$ cat src/design/pmbr_pkg.sv
// Package: shared types, codes and colour constants for the peak meter bar renderer.
`default_nettype none

package pmbr_pkg;

  localparam int LEVEL_W    = 16;
  localparam int CFG_IDX_W  = 3;
  localparam int CFG_DATA_W = 16;
  localparam int TIMER_W    = 8;
  localparam int FADE_W     = 8;

  localparam logic [LEVEL_W-1:0] FULL_SCALE = 16'd32768;

  // request codes
  localparam logic [1:0] REQ_SAMPLE      = 2'd0;
  localparam logic [1:0] REQ_PULSE       = 2'd1;
  localparam logic [1:0] REQ_RESET_PEAKS = 2'd2;

  // configuration register indexes
  localparam logic [CFG_IDX_W-1:0] CFG_ACTIVE = 3'd0;
  localparam logic [CFG_IDX_W-1:0] CFG_DECAY  = 3'd1;
  localparam logic [CFG_IDX_W-1:0] CFG_FADE   = 3'd2;
  localparam logic [CFG_IDX_W-1:0] CFG_HOLD   = 3'd3;
  localparam logic [CFG_IDX_W-1:0] CFG_LOCKED = 3'd4;

  // register reset values
  localparam logic [2:0]         ACTIVE_RST = 3'd2;
  localparam logic [15:0]        DECAY_RST  = 16'd62915;
  localparam logic [FADE_W-1:0]  FADE_RST   = 8'd100;
  localparam logic [TIMER_W-1:0] HOLD_RST   = 8'd100;

  typedef struct packed {
    logic [7:0] r;
    logic [7:0] g;
    logic [7:0] b;
  } pixel_t;

  localparam pixel_t COL_FILL  = '{r: 8'd41,  g: 8'd120, b: 8'd45};
  localparam pixel_t COL_CUR   = '{r: 8'd45,  g: 8'd255, b: 8'd45};
  localparam pixel_t COL_EMPTY = '{r: 8'd15,  g: 8'd36,  b: 8'd16};
  localparam pixel_t COL_PEAK  = '{r: 8'd255, g: 8'd229, b: 8'd87};
  localparam pixel_t COL_OVER  = '{r: 8'd255, g: 8'd89,  b: 8'd7};

  // where the segment being drawn sits relative to the markers
  typedef struct packed {
    logic below;
    logic at_cur;
    logic at_peak;
    logic top_over;
  } seg_ctl_t;

  typedef enum logic [2:0] {
    ST_IDLE,
    ST_DECAY,
    ST_HOLD,
    ST_LOCATE,
    ST_READ,
    ST_WRITE,
    ST_CLOSE
  } pmbr_state_t;

endpackage

`default_nettype wire

$ cat src/design/pmbr_if.sv
// Interfaces: request, result and configuration channels.
`default_nettype none

interface pmbr_req_if;
  logic        valid;
  logic        ready;
  logic [1:0]  req_type;
  logic [1:0]  channel;
  logic [15:0] level;

  modport source (output valid, req_type, channel, level, input ready);
  modport sink (input valid, req_type, channel, level, output ready);
endinterface

interface pmbr_res_if;
  logic       valid;
  logic       ready;
  logic [1:0] out_channel;
  logic [3:0] segment;
  logic [7:0] red;
  logic [7:0] green;
  logic [7:0] blue;
  logic       last_of_run;

  modport source (output valid, out_channel, segment, red, green, blue, last_of_run,
                  input ready);
  modport sink (input valid, out_channel, segment, red, green, blue, last_of_run,
                output ready);
endinterface

interface pmbr_cfg_if;
  logic        valid;
  logic        ready;
  logic [2:0]  index;
  logic [15:0] data;

  modport source (output valid, index, data, input ready);
  modport sink (input valid, index, data, output ready);
endinterface

`default_nettype wire

$ cat src/design/pmbr_pixel_mem.sv
// Pixel store: single-port-write RAM with registered read and per-entry valid bits.
`default_nettype none

module pmbr_pixel_mem
  import pmbr_pkg::*;
#(
  parameter int DEPTH  = 32,
  parameter int ADDR_W = 5
) (
  input  wire logic              clk,
  input  wire logic              rst,
  input  wire logic              flush,
  input  wire logic              rd_en,
  input  wire logic [ADDR_W-1:0] rd_addr,
  output pixel_t                 rd_data,
  input  wire logic              wr_en,
  input  wire logic [ADDR_W-1:0] wr_addr,
  input  wire pixel_t            wr_data
);

  pixel_t           mem [DEPTH];
  logic [DEPTH-1:0] written;
  pixel_t           raw;
  logic             raw_valid;

  always_ff @(posedge clk) begin
    if (wr_en) begin
      mem[wr_addr] <= wr_data;
    end
    if (rd_en) begin
      raw <= mem[rd_addr];
    end
  end

  // unwritten entries read as black
  always_ff @(posedge clk) begin
    if (rst || flush) begin
      written   <= '0;
      raw_valid <= 1'b0;
    end else begin
      if (wr_en) begin
        written[wr_addr] <= 1'b1;
      end
      if (rd_en) begin
        raw_valid <= written[rd_addr];
      end
    end
  end

  assign rd_data = raw_valid ? raw : pixel_t'('0);

endmodule

`default_nettype wire

$ cat src/design/pmbr_shade.sv
// Segment shader: fades the old colour and applies fill, markers and overshoot.
`default_nettype none

module pmbr_shade
  import pmbr_pkg::*;
(
  input  wire pixel_t              old_px,
  input  wire logic [FADE_W-1:0]   fade_gain,
  input  wire seg_ctl_t            ctl,
  output pixel_t                   new_px
);

  function automatic logic [7:0] fade_max(input logic [7:0] old_c,
                                          input logic [FADE_W-1:0] gain,
                                          input logic [7:0] base);
    logic [15:0] prod;
    logic [7:0]  f;
    prod = 16'(old_c) * 16'(gain);
    f    = prod[15:8];
    return (f > base) ? f : base;
  endfunction

  pixel_t base;

  always_comb begin
    base = ctl.below ? COL_FILL : COL_EMPTY;
    if (ctl.at_cur) begin
      new_px = COL_CUR;
    end else begin
      new_px.r = fade_max(old_px.r, fade_gain, base.r);
      new_px.g = fade_max(old_px.g, fade_gain, base.g);
      new_px.b = fade_max(old_px.b, fade_gain, base.b);
    end
    if (ctl.at_peak) begin
      new_px = COL_PEAK;
    end
    if (ctl.top_over) begin
      new_px = COL_OVER;
    end
  end

endmodule

`default_nettype wire

$ cat src/design/peak_meter_bar_render_top.sv
// Top level: peak meter with decaying hold, rendering bar columns into a pixel store.
`default_nettype none

// Multi-channel peak meter. Sample requests (type 0) raise the channel's running
// maximum and, above full scale (32768), arm its overshoot timer; they may come
// back to back, as may reset-peaks requests (type 2). A pulse request (type 1)
// walks the active channels from the highest down: it decays the held peak (one
// 16x16 multiply, registered), then re-renders the channel's column by
// read-modify-write of the pixel RAM, one segment per read and one per write,
// sending each new segment as a result. A pulse holds the request side off until
// every active channel has gone through its decay, hold, locate, read/write and
// close states, and while the result side stalls; the single RAM port pair sets
// this. Results pass through an output register, so the last segment may still
// wait there while new samples are accepted. last_of_run marks the final result
// of a pulse. Writing a new channel count clears all meter state and the pixel
// store at once (valid bits), so there is no clearing pass after reset.
module peak_meter_bar_render_top
  import pmbr_pkg::*;
#(
  parameter int CHANNELS = 2,
  parameter int SEGMENTS = 16
) (
  input  wire logic   clk,
  input  wire logic   rst,
  pmbr_req_if.sink    req,
  pmbr_res_if.source  res,
  pmbr_cfg_if.sink    cfg
);

  localparam int CH_W   = (CHANNELS > 1) ? $clog2(CHANNELS) : 1;
  localparam int SEG_W  = $clog2(SEGMENTS);
  localparam int DEPTH  = CHANNELS * SEGMENTS;
  localparam int ADDR_W = $clog2(DEPTH);
  localparam int ROWS   = 2 * SEGMENTS;
  localparam int PROD_W = LEVEL_W + $clog2(ROWS);
  localparam int RW     = PROD_W - 15;           // row width
  localparam logic [SEG_W-1:0] SEG_LAST = SEG_W'(SEGMENTS - 1);
  localparam logic [2:0]       CH_MAX   = 3'(CHANNELS);

  // row = round(level*(rows-1)/32768), raised to even; segment = row/2
  function automatic logic [RW-1:0] level_segment(input logic [LEVEL_W-1:0] lvl);
    logic [PROD_W-1:0] prod;
    logic [RW:0]       row1;
    prod = PROD_W'(lvl) * PROD_W'(ROWS - 1) + PROD_W'(FULL_SCALE >> 1);
    row1 = (RW + 1)'(prod[PROD_W-1:15]) + (RW + 1)'(1);
    return row1[RW:1];
  endfunction

  // configuration
  logic [2:0]         active;
  logic [15:0]        decay_gain;
  logic [FADE_W-1:0]  fade_gain;
  logic [TIMER_W-1:0] hold;
  logic               locked;
  logic [2:0]         n_eff;
  logic               cfg_wr;
  logic               flush;

  // per-channel meter state
  logic [LEVEL_W-1:0] rmax  [CHANNELS];
  logic [LEVEL_W-1:0] held  [CHANNELS];
  logic [TIMER_W-1:0] timer [CHANNELS];

  // sequencer
  pmbr_state_t state, state_next;
  logic [CH_W-1:0]  cur_ch;
  logic [SEG_W-1:0] seg;
  logic [31:0]      decay_prod;
  logic [RW-1:0]    cur_seg;
  logic [RW-1:0]    peak_seg;
  logic             req_acc;
  logic             slot_free;
  logic             mem_rd;
  logic             mem_wr;
  logic [ADDR_W-1:0] addr;
  pixel_t           old_px;
  pixel_t           new_px;
  seg_ctl_t         ctl;
  logic [LEVEL_W-1:0] decayed;
  logic [LEVEL_W-1:0] sample_max;

  // output register
  logic       res_valid;
  logic [1:0] res_channel;
  logic [3:0] res_segment;
  pixel_t     res_px;
  logic       res_last;

  assign cfg.ready = 1'b1;
  assign cfg_wr    = cfg.valid && cfg.ready;
  assign flush     = cfg_wr && (cfg.index == CFG_ACTIVE) && (cfg.data[2:0] != active);
  assign n_eff     = (active > CH_MAX) ? CH_MAX : active;
  assign req_acc   = req.valid && req.ready;
  assign slot_free = !res_valid || res.ready;
  assign addr      = ADDR_W'(int'(cur_ch) * SEGMENTS + int'(seg));
  assign decayed   = decay_prod[31:16];
  assign sample_max = (req.level > rmax[req.channel[CH_W-1:0]]) ?
                      req.level : rmax[req.channel[CH_W-1:0]];

  always_ff @(posedge clk) begin
    if (rst) begin
      active     <= ACTIVE_RST;
      decay_gain <= DECAY_RST;
      fade_gain  <= FADE_RST;
      hold       <= HOLD_RST;
      locked     <= 1'b0;
    end else if (cfg_wr) begin
      case (cfg.index)
        CFG_ACTIVE: active     <= cfg.data[2:0];
        CFG_DECAY:  decay_gain <= cfg.data;
        CFG_FADE:   fade_gain  <= cfg.data[FADE_W-1:0];
        CFG_HOLD:   hold       <= cfg.data[TIMER_W-1:0];
        CFG_LOCKED: locked     <= cfg.data[0];
        default: ;
      endcase
    end
  end

  // next state
  always_comb begin
    state_next = state;
    case (state)
      ST_IDLE: begin
        if (req_acc && req.req_type == REQ_PULSE && n_eff != 3'd0) begin
          state_next = ST_DECAY;
        end
      end
      ST_DECAY:  state_next = ST_HOLD;
      ST_HOLD:   state_next = ST_LOCATE;
      ST_LOCATE: state_next = ST_READ;
      ST_READ:   state_next = ST_WRITE;
      ST_WRITE: begin
        if (slot_free) begin
          state_next = (seg == SEG_LAST) ? ST_CLOSE : ST_READ;
        end
      end
      ST_CLOSE:  state_next = (cur_ch == '0) ? ST_IDLE : ST_DECAY;
      default:   state_next = ST_IDLE;
    endcase
  end

  // state outputs
  always_comb begin
    req.ready = 1'b0;
    mem_rd    = 1'b0;
    mem_wr    = 1'b0;
    case (state)
      ST_IDLE:  req.ready = 1'b1;
      ST_READ:  mem_rd    = 1'b1;
      ST_WRITE: mem_wr    = slot_free;
      default: ;
    endcase
  end

  always_ff @(posedge clk) begin
    if (rst) begin
      state <= ST_IDLE;
    end else begin
      state <= state_next;
    end
  end

  always_ff @(posedge clk) begin
    if (rst || flush) begin
      for (int c = 0; c < CHANNELS; c++) begin
        rmax[c]  <= '0;
        held[c]  <= '0;
        timer[c] <= '0;
      end
    end else begin
      case (state)
        ST_IDLE: begin
          if (req_acc && req.req_type == REQ_SAMPLE && {1'b0, req.channel} < n_eff) begin
            rmax[req.channel[CH_W-1:0]] <= sample_max;
            if (sample_max > FULL_SCALE) begin
              timer[req.channel[CH_W-1:0]] <= hold;
            end
          end
          if (req_acc && req.req_type == REQ_RESET_PEAKS) begin
            for (int c = 0; c < CHANNELS; c++) begin
              if (3'(c) < n_eff) begin
                timer[c] <= '0;
                held[c]  <= rmax[c];
              end
            end
          end
        end
        ST_HOLD: begin
          if (!locked) begin
            held[cur_ch] <= (rmax[cur_ch] > decayed) ? rmax[cur_ch] : decayed;
          end
        end
        ST_CLOSE: begin
          rmax[cur_ch] <= '0;
          if (timer[cur_ch] != '0) begin
            timer[cur_ch] <= timer[cur_ch] - TIMER_W'(1);
          end
        end
        default: ;
      endcase
    end
  end

  // sequencer datapath
  always_ff @(posedge clk) begin
    if (rst) begin
      cur_ch <= '0;
      seg    <= '0;
    end else begin
      if (state == ST_IDLE && state_next == ST_DECAY) begin
        cur_ch <= CH_W'(n_eff - 3'd1);
      end
      if (state == ST_CLOSE && cur_ch != '0) begin
        cur_ch <= cur_ch - CH_W'(1);
      end
      if (state == ST_LOCATE) begin
        seg <= '0;
      end
      if (mem_wr && seg != SEG_LAST) begin
        seg <= seg + SEG_W'(1);
      end
    end
  end

  always_ff @(posedge clk) begin
    if (state == ST_DECAY) begin
      decay_prod <= 32'(held[cur_ch]) * 32'(decay_gain);
    end
    if (state == ST_LOCATE) begin
      cur_seg  <= level_segment(rmax[cur_ch]);
      peak_seg <= level_segment(held[cur_ch]);
    end
  end

  assign ctl.below    = RW'(seg) < cur_seg;
  assign ctl.at_cur   = RW'(seg) == cur_seg;
  assign ctl.at_peak  = RW'(seg) == peak_seg;
  assign ctl.top_over = (timer[cur_ch] != '0) && (seg == SEG_LAST);

  pmbr_pixel_mem #(
    .DEPTH  (DEPTH),
    .ADDR_W (ADDR_W)
  ) u_mem (
    .clk     (clk),
    .rst     (rst),
    .flush   (flush),
    .rd_en   (mem_rd),
    .rd_addr (addr),
    .rd_data (old_px),
    .wr_en   (mem_wr),
    .wr_addr (addr),
    .wr_data (new_px)
  );

  pmbr_shade u_shade (
    .old_px    (old_px),
    .fade_gain (fade_gain),
    .ctl       (ctl),
    .new_px    (new_px)
  );

  // result register: loaded when the slot is free or being emptied
  always_ff @(posedge clk) begin
    if (rst) begin
      res_valid <= 1'b0;
    end else if (mem_wr) begin
      res_valid <= 1'b1;
    end else if (res.ready) begin
      res_valid <= 1'b0;
    end
  end

  always_ff @(posedge clk) begin
    if (mem_wr) begin
      res_channel <= 2'(cur_ch);
      res_segment <= 4'(seg);
      res_px      <= new_px;
      res_last    <= (cur_ch == '0) && (seg == SEG_LAST);
    end
  end

  assign res.valid       = res_valid;
  assign res.out_channel = res_channel;
  assign res.segment     = res_segment;
  assign res.red         = res_px.r;
  assign res.green       = res_px.g;
  assign res.blue        = res_px.b;
  assign res.last_of_run = res_last;

  // final result of a pulse is always the top segment of channel 0
  a_last_pos: assert property (@(posedge clk) disable iff (rst)
    (res.valid && res.last_of_run) |->
      (res.out_channel == 2'd0 && res.segment == 4'(SEGMENTS - 1)))
    else $error("last_of_run on wrong segment");

  // held peak never ends up below the running maximum after the decay step
  a_hold_floor: assert property (@(posedge clk) disable iff (rst)
    (state == ST_HOLD && !locked && !flush) |=> (held[cur_ch] >= rmax[cur_ch]))
    else $error("held peak below running maximum");

  // closing a channel clears its running maximum
  a_close_clear: assert property (@(posedge clk) disable iff (rst)
    (state == ST_CLOSE) |=> (rmax[$past(cur_ch)] == '0))
    else $error("running maximum not cleared");

  // a RAM write only happens when the previous result has gone or is leaving
  a_no_overwrite: assert property (@(posedge clk) disable iff (rst)
    (res.valid && !res.ready) |=> !$past(mem_wr))
    else $error("pending result overwritten");

endmodule

`default_nettype wire
$ cat src/flat_wrapper.sv
// flat-port wrapper written by rule: the top's interface ports become plain ports
module peak_meter_bar_render_top_flat import pmbr_pkg::*;
#(
  parameter int CHANNELS = 2,
  parameter int SEGMENTS = 16
)
  (clk, rst, req_valid, req_req_type, req_channel, req_level, req_ready, res_valid, res_out_channel, res_segment, res_red, res_green, res_blue, res_last_of_run, res_ready, cfg_valid, cfg_index, cfg_data, cfg_ready);
  pmbr_req_if req_i ();
  pmbr_res_if res_i ();
  pmbr_cfg_if cfg_i ();
  input  wire logic clk;
  input  wire logic rst;
  input wire logic [$bits(req_i.valid)-1:0] req_valid;
  input wire logic [$bits(req_i.req_type)-1:0] req_req_type;
  input wire logic [$bits(req_i.channel)-1:0] req_channel;
  input wire logic [$bits(req_i.level)-1:0] req_level;
  output wire logic [$bits(req_i.ready)-1:0] req_ready;
  output wire logic [$bits(res_i.valid)-1:0] res_valid;
  output wire logic [$bits(res_i.out_channel)-1:0] res_out_channel;
  output wire logic [$bits(res_i.segment)-1:0] res_segment;
  output wire logic [$bits(res_i.red)-1:0] res_red;
  output wire logic [$bits(res_i.green)-1:0] res_green;
  output wire logic [$bits(res_i.blue)-1:0] res_blue;
  output wire logic [$bits(res_i.last_of_run)-1:0] res_last_of_run;
  input wire logic [$bits(res_i.ready)-1:0] res_ready;
  input wire logic [$bits(cfg_i.valid)-1:0] cfg_valid;
  input wire logic [$bits(cfg_i.index)-1:0] cfg_index;
  input wire logic [$bits(cfg_i.data)-1:0] cfg_data;
  output wire logic [$bits(cfg_i.ready)-1:0] cfg_ready;
  assign req_i.valid = req_valid;
  assign req_i.req_type = req_req_type;
  assign req_i.channel = req_channel;
  assign req_i.level = req_level;
  assign req_ready = req_i.ready;
  assign res_valid = res_i.valid;
  assign res_out_channel = res_i.out_channel;
  assign res_segment = res_i.segment;
  assign res_red = res_i.red;
  assign res_green = res_i.green;
  assign res_blue = res_i.blue;
  assign res_last_of_run = res_i.last_of_run;
  assign res_i.ready = res_ready;
  assign cfg_i.valid = cfg_valid;
  assign cfg_i.index = cfg_index;
  assign cfg_i.data = cfg_data;
  assign cfg_ready = cfg_i.ready;
  peak_meter_bar_render_top #(.CHANNELS(CHANNELS), .SEGMENTS(SEGMENTS)) u_core (.clk(clk), .rst(rst), .req(req_i), .res(res_i), .cfg(cfg_i));
endmodule
$ cat config.mk
export PLATFORM = sky130hd
export DESIGN_NAME = peak_meter_bar_render_top_flat
export DESIGN_NICKNAME = d
export VERILOG_FILES = /design/src/design/pmbr_pkg.sv /design/src/design/pmbr_if.sv /design/src/design/pmbr_pixel_mem.sv /design/src/design/pmbr_shade.sv /design/src/design/peak_meter_bar_render_top.sv /design/src/flat_wrapper.sv
export SDC_FILE = /design/constraint.sdc
export NUM_CORES = 2
export LEC_CHECK = 0
export BUFFER_PORTS_ARGS = -buffer_cell sky130_fd_sc_hd__buf_2
export CAP_MARGIN = 20
export CORE_ASPECT_RATIO = 0.8
export CORE_MARGIN = 1.5
export CORE_UTILIZATION = 50
export CTS_BUF_LIST = sky130_fd_sc_hd__clkbuf_16
export DETAILED_ROUTE_END_ITERATION = 10
export PLACE_DENSITY = 0.68
export SYNTH_ARGS = -nofsm -noshare
export SYNTH_HDL_FRONTEND = slang
export SYNTH_SLANG_ARGS = --single-unit
$ cat constraint.sdc
create_clock -name clk -period 7.44 [get_ports clk]
set_input_delay 0.372 -clock clk [delete_from_list [all_inputs] [get_ports clk]]
set_output_delay 0.372 -clock clk [all_outputs]
set_load 0.005 [all_outputs]
Word level (Yosys, flattened, before mapping)
Memories as Yosys holds them, arrays and structs flattened. A register that Yosys moved wholly into a read port is not among the register bits.
Index checks and enable logic that the tools add are counted.

word-level totals
  logic and storage cells = 199
  flip-flop bits (word level) = 152
  memory bits (writable) = 848
  output and inout bits = 34
  input bits = 44
  memories kept = 4

memories
  name              words  bits a word  rd ports  clocked after memory_dff  wr ports  line                             source
  u_core.u_mem.mem  32     24           1         1                         1         pmbr_pixel_mem.sv:21             pixel_t mem [DEPTH];
  u_core.held       2      16           1         1                         2         peak_meter_bar_render_top.sv:61  logic [LEVEL_W-1:0] held [CHANNELS];
  u_core.rmax       2      16           4         1                         2         peak_meter_bar_render_top.sv:60  logic [LEVEL_W-1:0] rmax [CHANNELS];
  u_core.timer      2      8            1         1                         2         peak_meter_bar_render_top.sv:62  logic [TIMER_W-1:0] timer [CHANNELS];

cells by class
  mux-type cells = 88
  bitwise operators = 6
  multiply operators = 6
  reductions and logical operators = 35
  add/sub/neg operators = 9
  eq/ne operators = 18
  order comparisons = 13

operator list
  operator                  number
  $mux W16                  7
  $mux W24                  4
  $mux W1                   60
  $mux W8                   7
  $mul A8 B8 Y16            3
  $reduce_or A16 Y1         3
  $add A21 B15 Y21 const B  2
  $mul A16 B5 Y21 const B   2
  $gt A16 B16 Y1            2
  $mul A16 B16 Y32          1
  $or A32 B32 Y32           1
  $gt A8 B8 Y1              3
  $mux W22                  1
  $pmux W3 S7               1
  $gt A16 B16 Y1 const B    1
  $reduce_or A8 Y1          2
  $add A6 B1 Y7 const B     2
  $logic_and A1 B1 Y1       14
  $eq A3 B2 Y1 const B      4
  $eq A3 B3 Y1 const B      4
  $eq A4 B6 Y1              2
  $reduce_and A2 Y1         5
  $eq A3 B1 Y1 const B      3
  $mux W3                   3
  other kinds (28)          38

Longest topological paths before layout
  word-level depth = 13
  mapped depth = 29
  gate-level depth less buffers = 26

Cells and area by module
From an unflattened synthesis, not the netlist that was laid out.

unflattened totals
  cell total of the unflattened synthesis = 4126
  area total of the unflattened synthesis = 58652.5 um2

modules (own cells, without submodules)
  module                     cells each  seq. area each (um2)  times used  area an instance (um2)
  pmbr_pixel_mem             1298        24443.4               1           31382.6
  peak_meter_bar_render_top  2046        5064.9                1           20631.0
  pmbr_shade                 782         0.0                   1           6638.9

Least setup slack after synthesis
No wires, ideal clock.

  path kind = flip-flop to flip-flop
  start = register u_core.u_mem.raw_valid
  end = register u_core.res_px, in the netlist u_core.res.red[1], data pin
  library setup time = 0.628 ns
  slack = -0.507 ns
  buffers on the path = 3
  required time = 6.812 ns
  cell stages (with the launch flop) = 24
  arrival time = 7.319 ns
  period minus slack after synthesis = 7.947 ns
  path through = dfxtp_1 -> buf_2 -> clkbuf_1 -> clkbuf_1 -> nand3_1 -> fa_1 -> fa_1 -> inv_1 -> fa_1 -> inv_1 -> fa_1 -> inv_1 -> ha_1 -> o21ai_0 -> nor3_1 -> a21o_1 -> o211a_1 -> nor2_1 -> xnor2_1 -> ha_1 -> nand3_1 -> nor4_1 -> o311ai_1 -> o311ai_0

RTL lines
  what                    line                              source
  from (decl)             pmbr_pixel_mem.sv:24              logic raw_valid;
  from (signal assigned)  pmbr_pixel_mem.sv:45              raw_valid <= written[rd_addr];
  to (signal assigned)    peak_meter_bar_render_top.sv:277  res_px <= new_px;
  to (decl)               peak_meter_bar_render_top.sv:86   pixel_t res_px;

==> summary.txt <==
Hold path
  – Hold Crit Start: cfg_data[4]
  – Hold Path Class: in -> reg

Logic synthesis
  – Synth Area in Compound Gates: 5.23%
  – Area contributors post-synth: edfxtp_1 (48%), fa_1 (13%), mux4_2 (7.7%)
  – Number of synthesized register bits: 1009
  – Simple-gate share of the synthesized area: 8.33%
  – Synthesized area: 58200 um2
  – Ys flop type: edfxtp_1
  – Avg Cell Area, Syn: 13.7 um2
  – Number of synthesized flops with an enable pin: 930
  – Yosys top cell by area: edfxtp_1
  – Synth Area in Adders: approximately a fifth
  – Syn_nets: 4999
  – Post-Synth XOR/XNOR Area: 0.994%
  – Synth top area share: about 48%
  – Asr flop ratio synth: 0%
  – Yosys warning total: 0
  – Netlist cell types: 90
  – Post-synthesis sequential area ratio: 50.7%
  – Multiplexer share of the synthesized area: 9.48%
  – Synth Instances: 4239
  – Main combinational cell family by area after synthesis: adder cells

STA
  – Clock skew: 0.0832 ns
  – Slew headroom: 25.0%
  – Setup TNS: 0 ns
  – Fin crit share: 94.0%
  – Unrepaired setup endpoints after global routing: no
  – Fmax: 143 MHz
  – Worst-Margin Slew: 1.12 ns
  – Slew Viols, Final: 0
  – Hold Vio Cnt, Final: 0
  – Final setup viols: 0
  – Worst hold slack: 0.0522 ns
  – Period minus WS final: 6.99 ns

GRT
  – Initial antenna violation count: 7
  – Met3 global-route usage: under 10%
  – Total GRT Usage: 25.4%
  – Number of global-route vias before repair: 35000
  – GR Layer Usage met1: 37.9%
  – First-pass GRT wire length: about 220000 um
  – Grt met2 use: 37.0%
  – Busiest grt layer: met1
  – Global route overflow: 0
  – Pin count of the biggest net entering global routing: 95

Finish
  – Antenna diodes: 0
  – Fill cells: 9117
  – Share of layout cells above drive strength 1: between 10% and 20%
  – Layout overhead on the synthesized area: 10.8%
  – Final net count: 5114
  – Final Core Density: 56.0%

Clock network
  – Clock Sinks: 1009
  – CTS Buf Count: 96
  – CTS root buffer: clkbuf_16
  – # H-tree levels: 3
  – CTS tree: done
  – Clk_lat worst skew: ~0.73 ns
  – Reg clk slew, reported paths: 0.06 ns
  – Max clock buf depth: 3

Setup path
  – CP peak stage delay: 0.62 ns
  – Arrival time at the worst endpoint: 7.38 ns
  – Critical path's slowest cell: mux2_2
  – WP data required: 7.82 ns
  – Most common cell on crit path: fa_1
  – CP Capture Type: flip-flop
  – CP Cell Sequence: mux2_2 -> and2_1 -> fa_1 -> inv_1 -> fa_1 -> inv_1 -> ha_1 -> fa_1 -> inv_1 -> fa_1 -> inv_1 -> fa_1 -> ha_1 -> a21oi_1 -> nand3_1 -> o21a_1 -> o2111ai_1 -> nor3b_4 -> o21ai_0 -> a41o_1 -> o41ai_1 -> xnor2_1
  – CP Launch Type: flip-flop
  – Crit Path Max Fanout: 21
  – Critical path type: reg -> reg

Power
  – Peak supply drop: roughly 400 uV
  – Gate power share: a little over a third
  – Flop pwr share: 37.3%
  – Sw frac: 33.8%
  – Tot Pwr: around 18000 uW
  – Sw power: 5920 uW
  – P per Cell Area: 272 nW/um2
  – Clock share of power: 27.7%
  – P_int: 11600 uW
  – P_leak: 0.0244 uW

Floorplanning
  – Die span in x: between 300 and 400 um
  – Initial Utilization: between 50 and 60%
  – Full die area: 118000 um2
  – Core Area: 115000 um2
  – Row Count: 111
  – Die height: 308 um
  – Ports: a little under 80

Drt
  – Vias post-DR: 35400
  – DRT Wirelength: 148000 um
  – Initial DRT Pass Iterations: 7
  – Vias per cell: 5.93
  – DR WL/cell: 24.9 um
  – DRC violations left: 0
  – Antenna Nets Post-Route: 0
  – Initial drt markers: 3616

Flow run
  – Max-cap violation count: 0

Placement
  – Port Buffers: 75
  – Placer's final routability congestion estimate: 0.896
  – Dpl hpwl: 98600 um

Run status
  – Run status: complete, no violations
==> state kept, by name, indices dropped and copies added, names as in the netlist, 16 cells and up, named ones only <==
signal / flops
u_core.held: 32
u_core.u_mem.written: 32
u_core.u_mem.mem: 768
u_core.u_mem.raw: 24
u_core.timer: 16
u_core.decay_prod: 16
u_core.rmax: 32
u_core.decay_gain: 16
==> placed cells by master (no fill, tap or decap), types with 8 or more instances in the layout <==
| cell | instances |
|---|---|
| xnor2_1 | 39 |
| a211oi_1 | 12 |
| mux2i_1 | 57 |
| ha_1 | 337 |
| inv_1 | 563 |
| fa_1 | 379 |
| a21o_1 | 19 |
| nand4_1 | 43 |
| clkinv_1 | 27 |
| and3_1 | 175 |
| nor3_1 | 26 |
| mux2_2 | 38 |
| o21ai_2 | 8 |
| dlygate4sd3_1 | 8 |
| o21a_1 | 53 |
| a21oi_1 | 62 |
| a211o_1 | 20 |
| buf_2 | 75 |
| o211ai_1 | 8 |
| nor2_1 | 128 |
| clkinv_2 | 28 |
| xor2_1 | 27 |
| nand2_1 | 295 |
| buf_4 | 103 |
| nand2b_1 | 10 |
| buf_16 | 8 |
| clkbuf_16 | 96 |
| edfxtp_1 | 930 |
| dfxtp_1 | 75 |
| and2_1 | 95 |
| nor2_4 | 33 |
| nor2b_1 | 30 |
| nor4_1 | 9 |
| a22oi_1 | 100 |
| mux4_2 | 200 |
| o21ai_0 | 85 |
| nand3_1 | 69 |
==> metrics by stage <==
| step | std cells | worst slack, ns | cell area, um2 |
|---|---|---|---|
| global route | 5963 | 0.0151 | 64400 |
| CTS | 5954 | 0.0730 | 64200 |
| detailed placement | 5764 | 0.138 | 61000 |
| global placement | 5760 | 0.282 | 60900 |
| floorplan | 4239 | 0.181 | 58200 |
| finish | 5963 | 0.448 | 64400 |
==> worst max-delay path: cells and delay by family, from the launching register on <==
kind	cells	cell delay (ns)
adder cells (fa/ha/maj)	7	2.96
XOR/XNOR	1	0.12
AO/OA/AOI/OAI	6	1.46
multiplexers	1	0.62
flip-flops	1	0.60
AND/OR/NAND/NOR	3	0.72
buffers and inverters	4	0.21
==> power groups by stage <==
stage | clock (uW) | sequential (uW) | combinational [uW]
after detailed placement | 0 | 6640 | 5950
after global placement | 0 | 6640 | 5780
after CTS | 4910 | 6520 | 6040
after global routing | 5120 | 6530 | 6960
final | 4850 | 6520 | 6140
after floorplan | 0 | 6580 | 4370
==> cells in the mapped netlist, types with 5 or more instances <==
cell / number
nand3b_1: 5
a21o_1: 19
xor2_1: 27
o22ai_1: 5
mux4_2: 200
o21a_1: 53
nand2_1: 295
nand4_1: 43
dfxtp_1: 79
a22oi_1: 100
or2_2: 7
or3_1: 5
nor3_1: 32
edfxtp_1: 930
buf_1: 29
a31oi_1: 8
a211oi_1: 12
and3_1: 175
and2_1: 95
nor2b_1: 30
clkbuf_1: 145
mux2i_1: 57
a311oi_1: 7
xnor2_1: 39
nor4_1: 9
nor3b_1: 5
o211ai_1: 8
fa_1: 379
nor2_1: 164
nand3_1: 69
inv_1: 553
a21oi_1: 64
o31ai_1: 5
o21ai_0: 93
nand2b_1: 10
mux2_2: 39
ha_1: 337
a211o_1: 20
==> cell families (layout without fill, tap and decap cells) <==
logic type | after synthesis | count (layout)
AO/OA/AOI/OAI | 444 | 444
XOR/XNOR | 66 | 66
adder cells (fa/ha/maj) | 718 | 718
buffers and inverters | 740 | 939
flip-flops | 1009 | 1009
multiplexers | 296 | 296
other | 2 | 2
AND/OR/NAND/NOR | 964 | 964
==> timing repair <==
item,4_1_cts,5_1_grt
setup buffers,0,1
endpoints found under the setup margin,0,133
hold buffers,8,0
hold endpoints to repair,8,0
resized for setup,0,5
==> path summary, 6_finish.rpt <==
check	to	slack (ns)	cells after the start
max	u_core.decay_prod[29]$_DFFE_PP_	0.45	22
max reg2reg	u_core.decay_prod[29]$_DFFE_PP_	0.45	22
min reg2reg	u_core.hold[7]$_SDFFE_PP0P_	0.45	2
min	u_core.hold[4]$_SDFFE_PP0P_	0.05	3
==> layout make-up <==
type	count	area [um2]	share of cell area, %
clock buffer	96	2400	3.73
clock inverter	86	737	1.14
inverter	555	2080	3.23
multi-input combinational	2490	26200	40.7
sequential	1009	29500	45.8
tap	1525	1910	2.96
timing repair buffer	202	1580	2.45
==> per-layer routing <==
metal  wire length, um  share of wire, %
met1             65300                44
met2             64400                43
met3             15800                11
met4              2720               1.8
met5                24             0.016
Note: power is estimated with default switching activity, not from simulation.
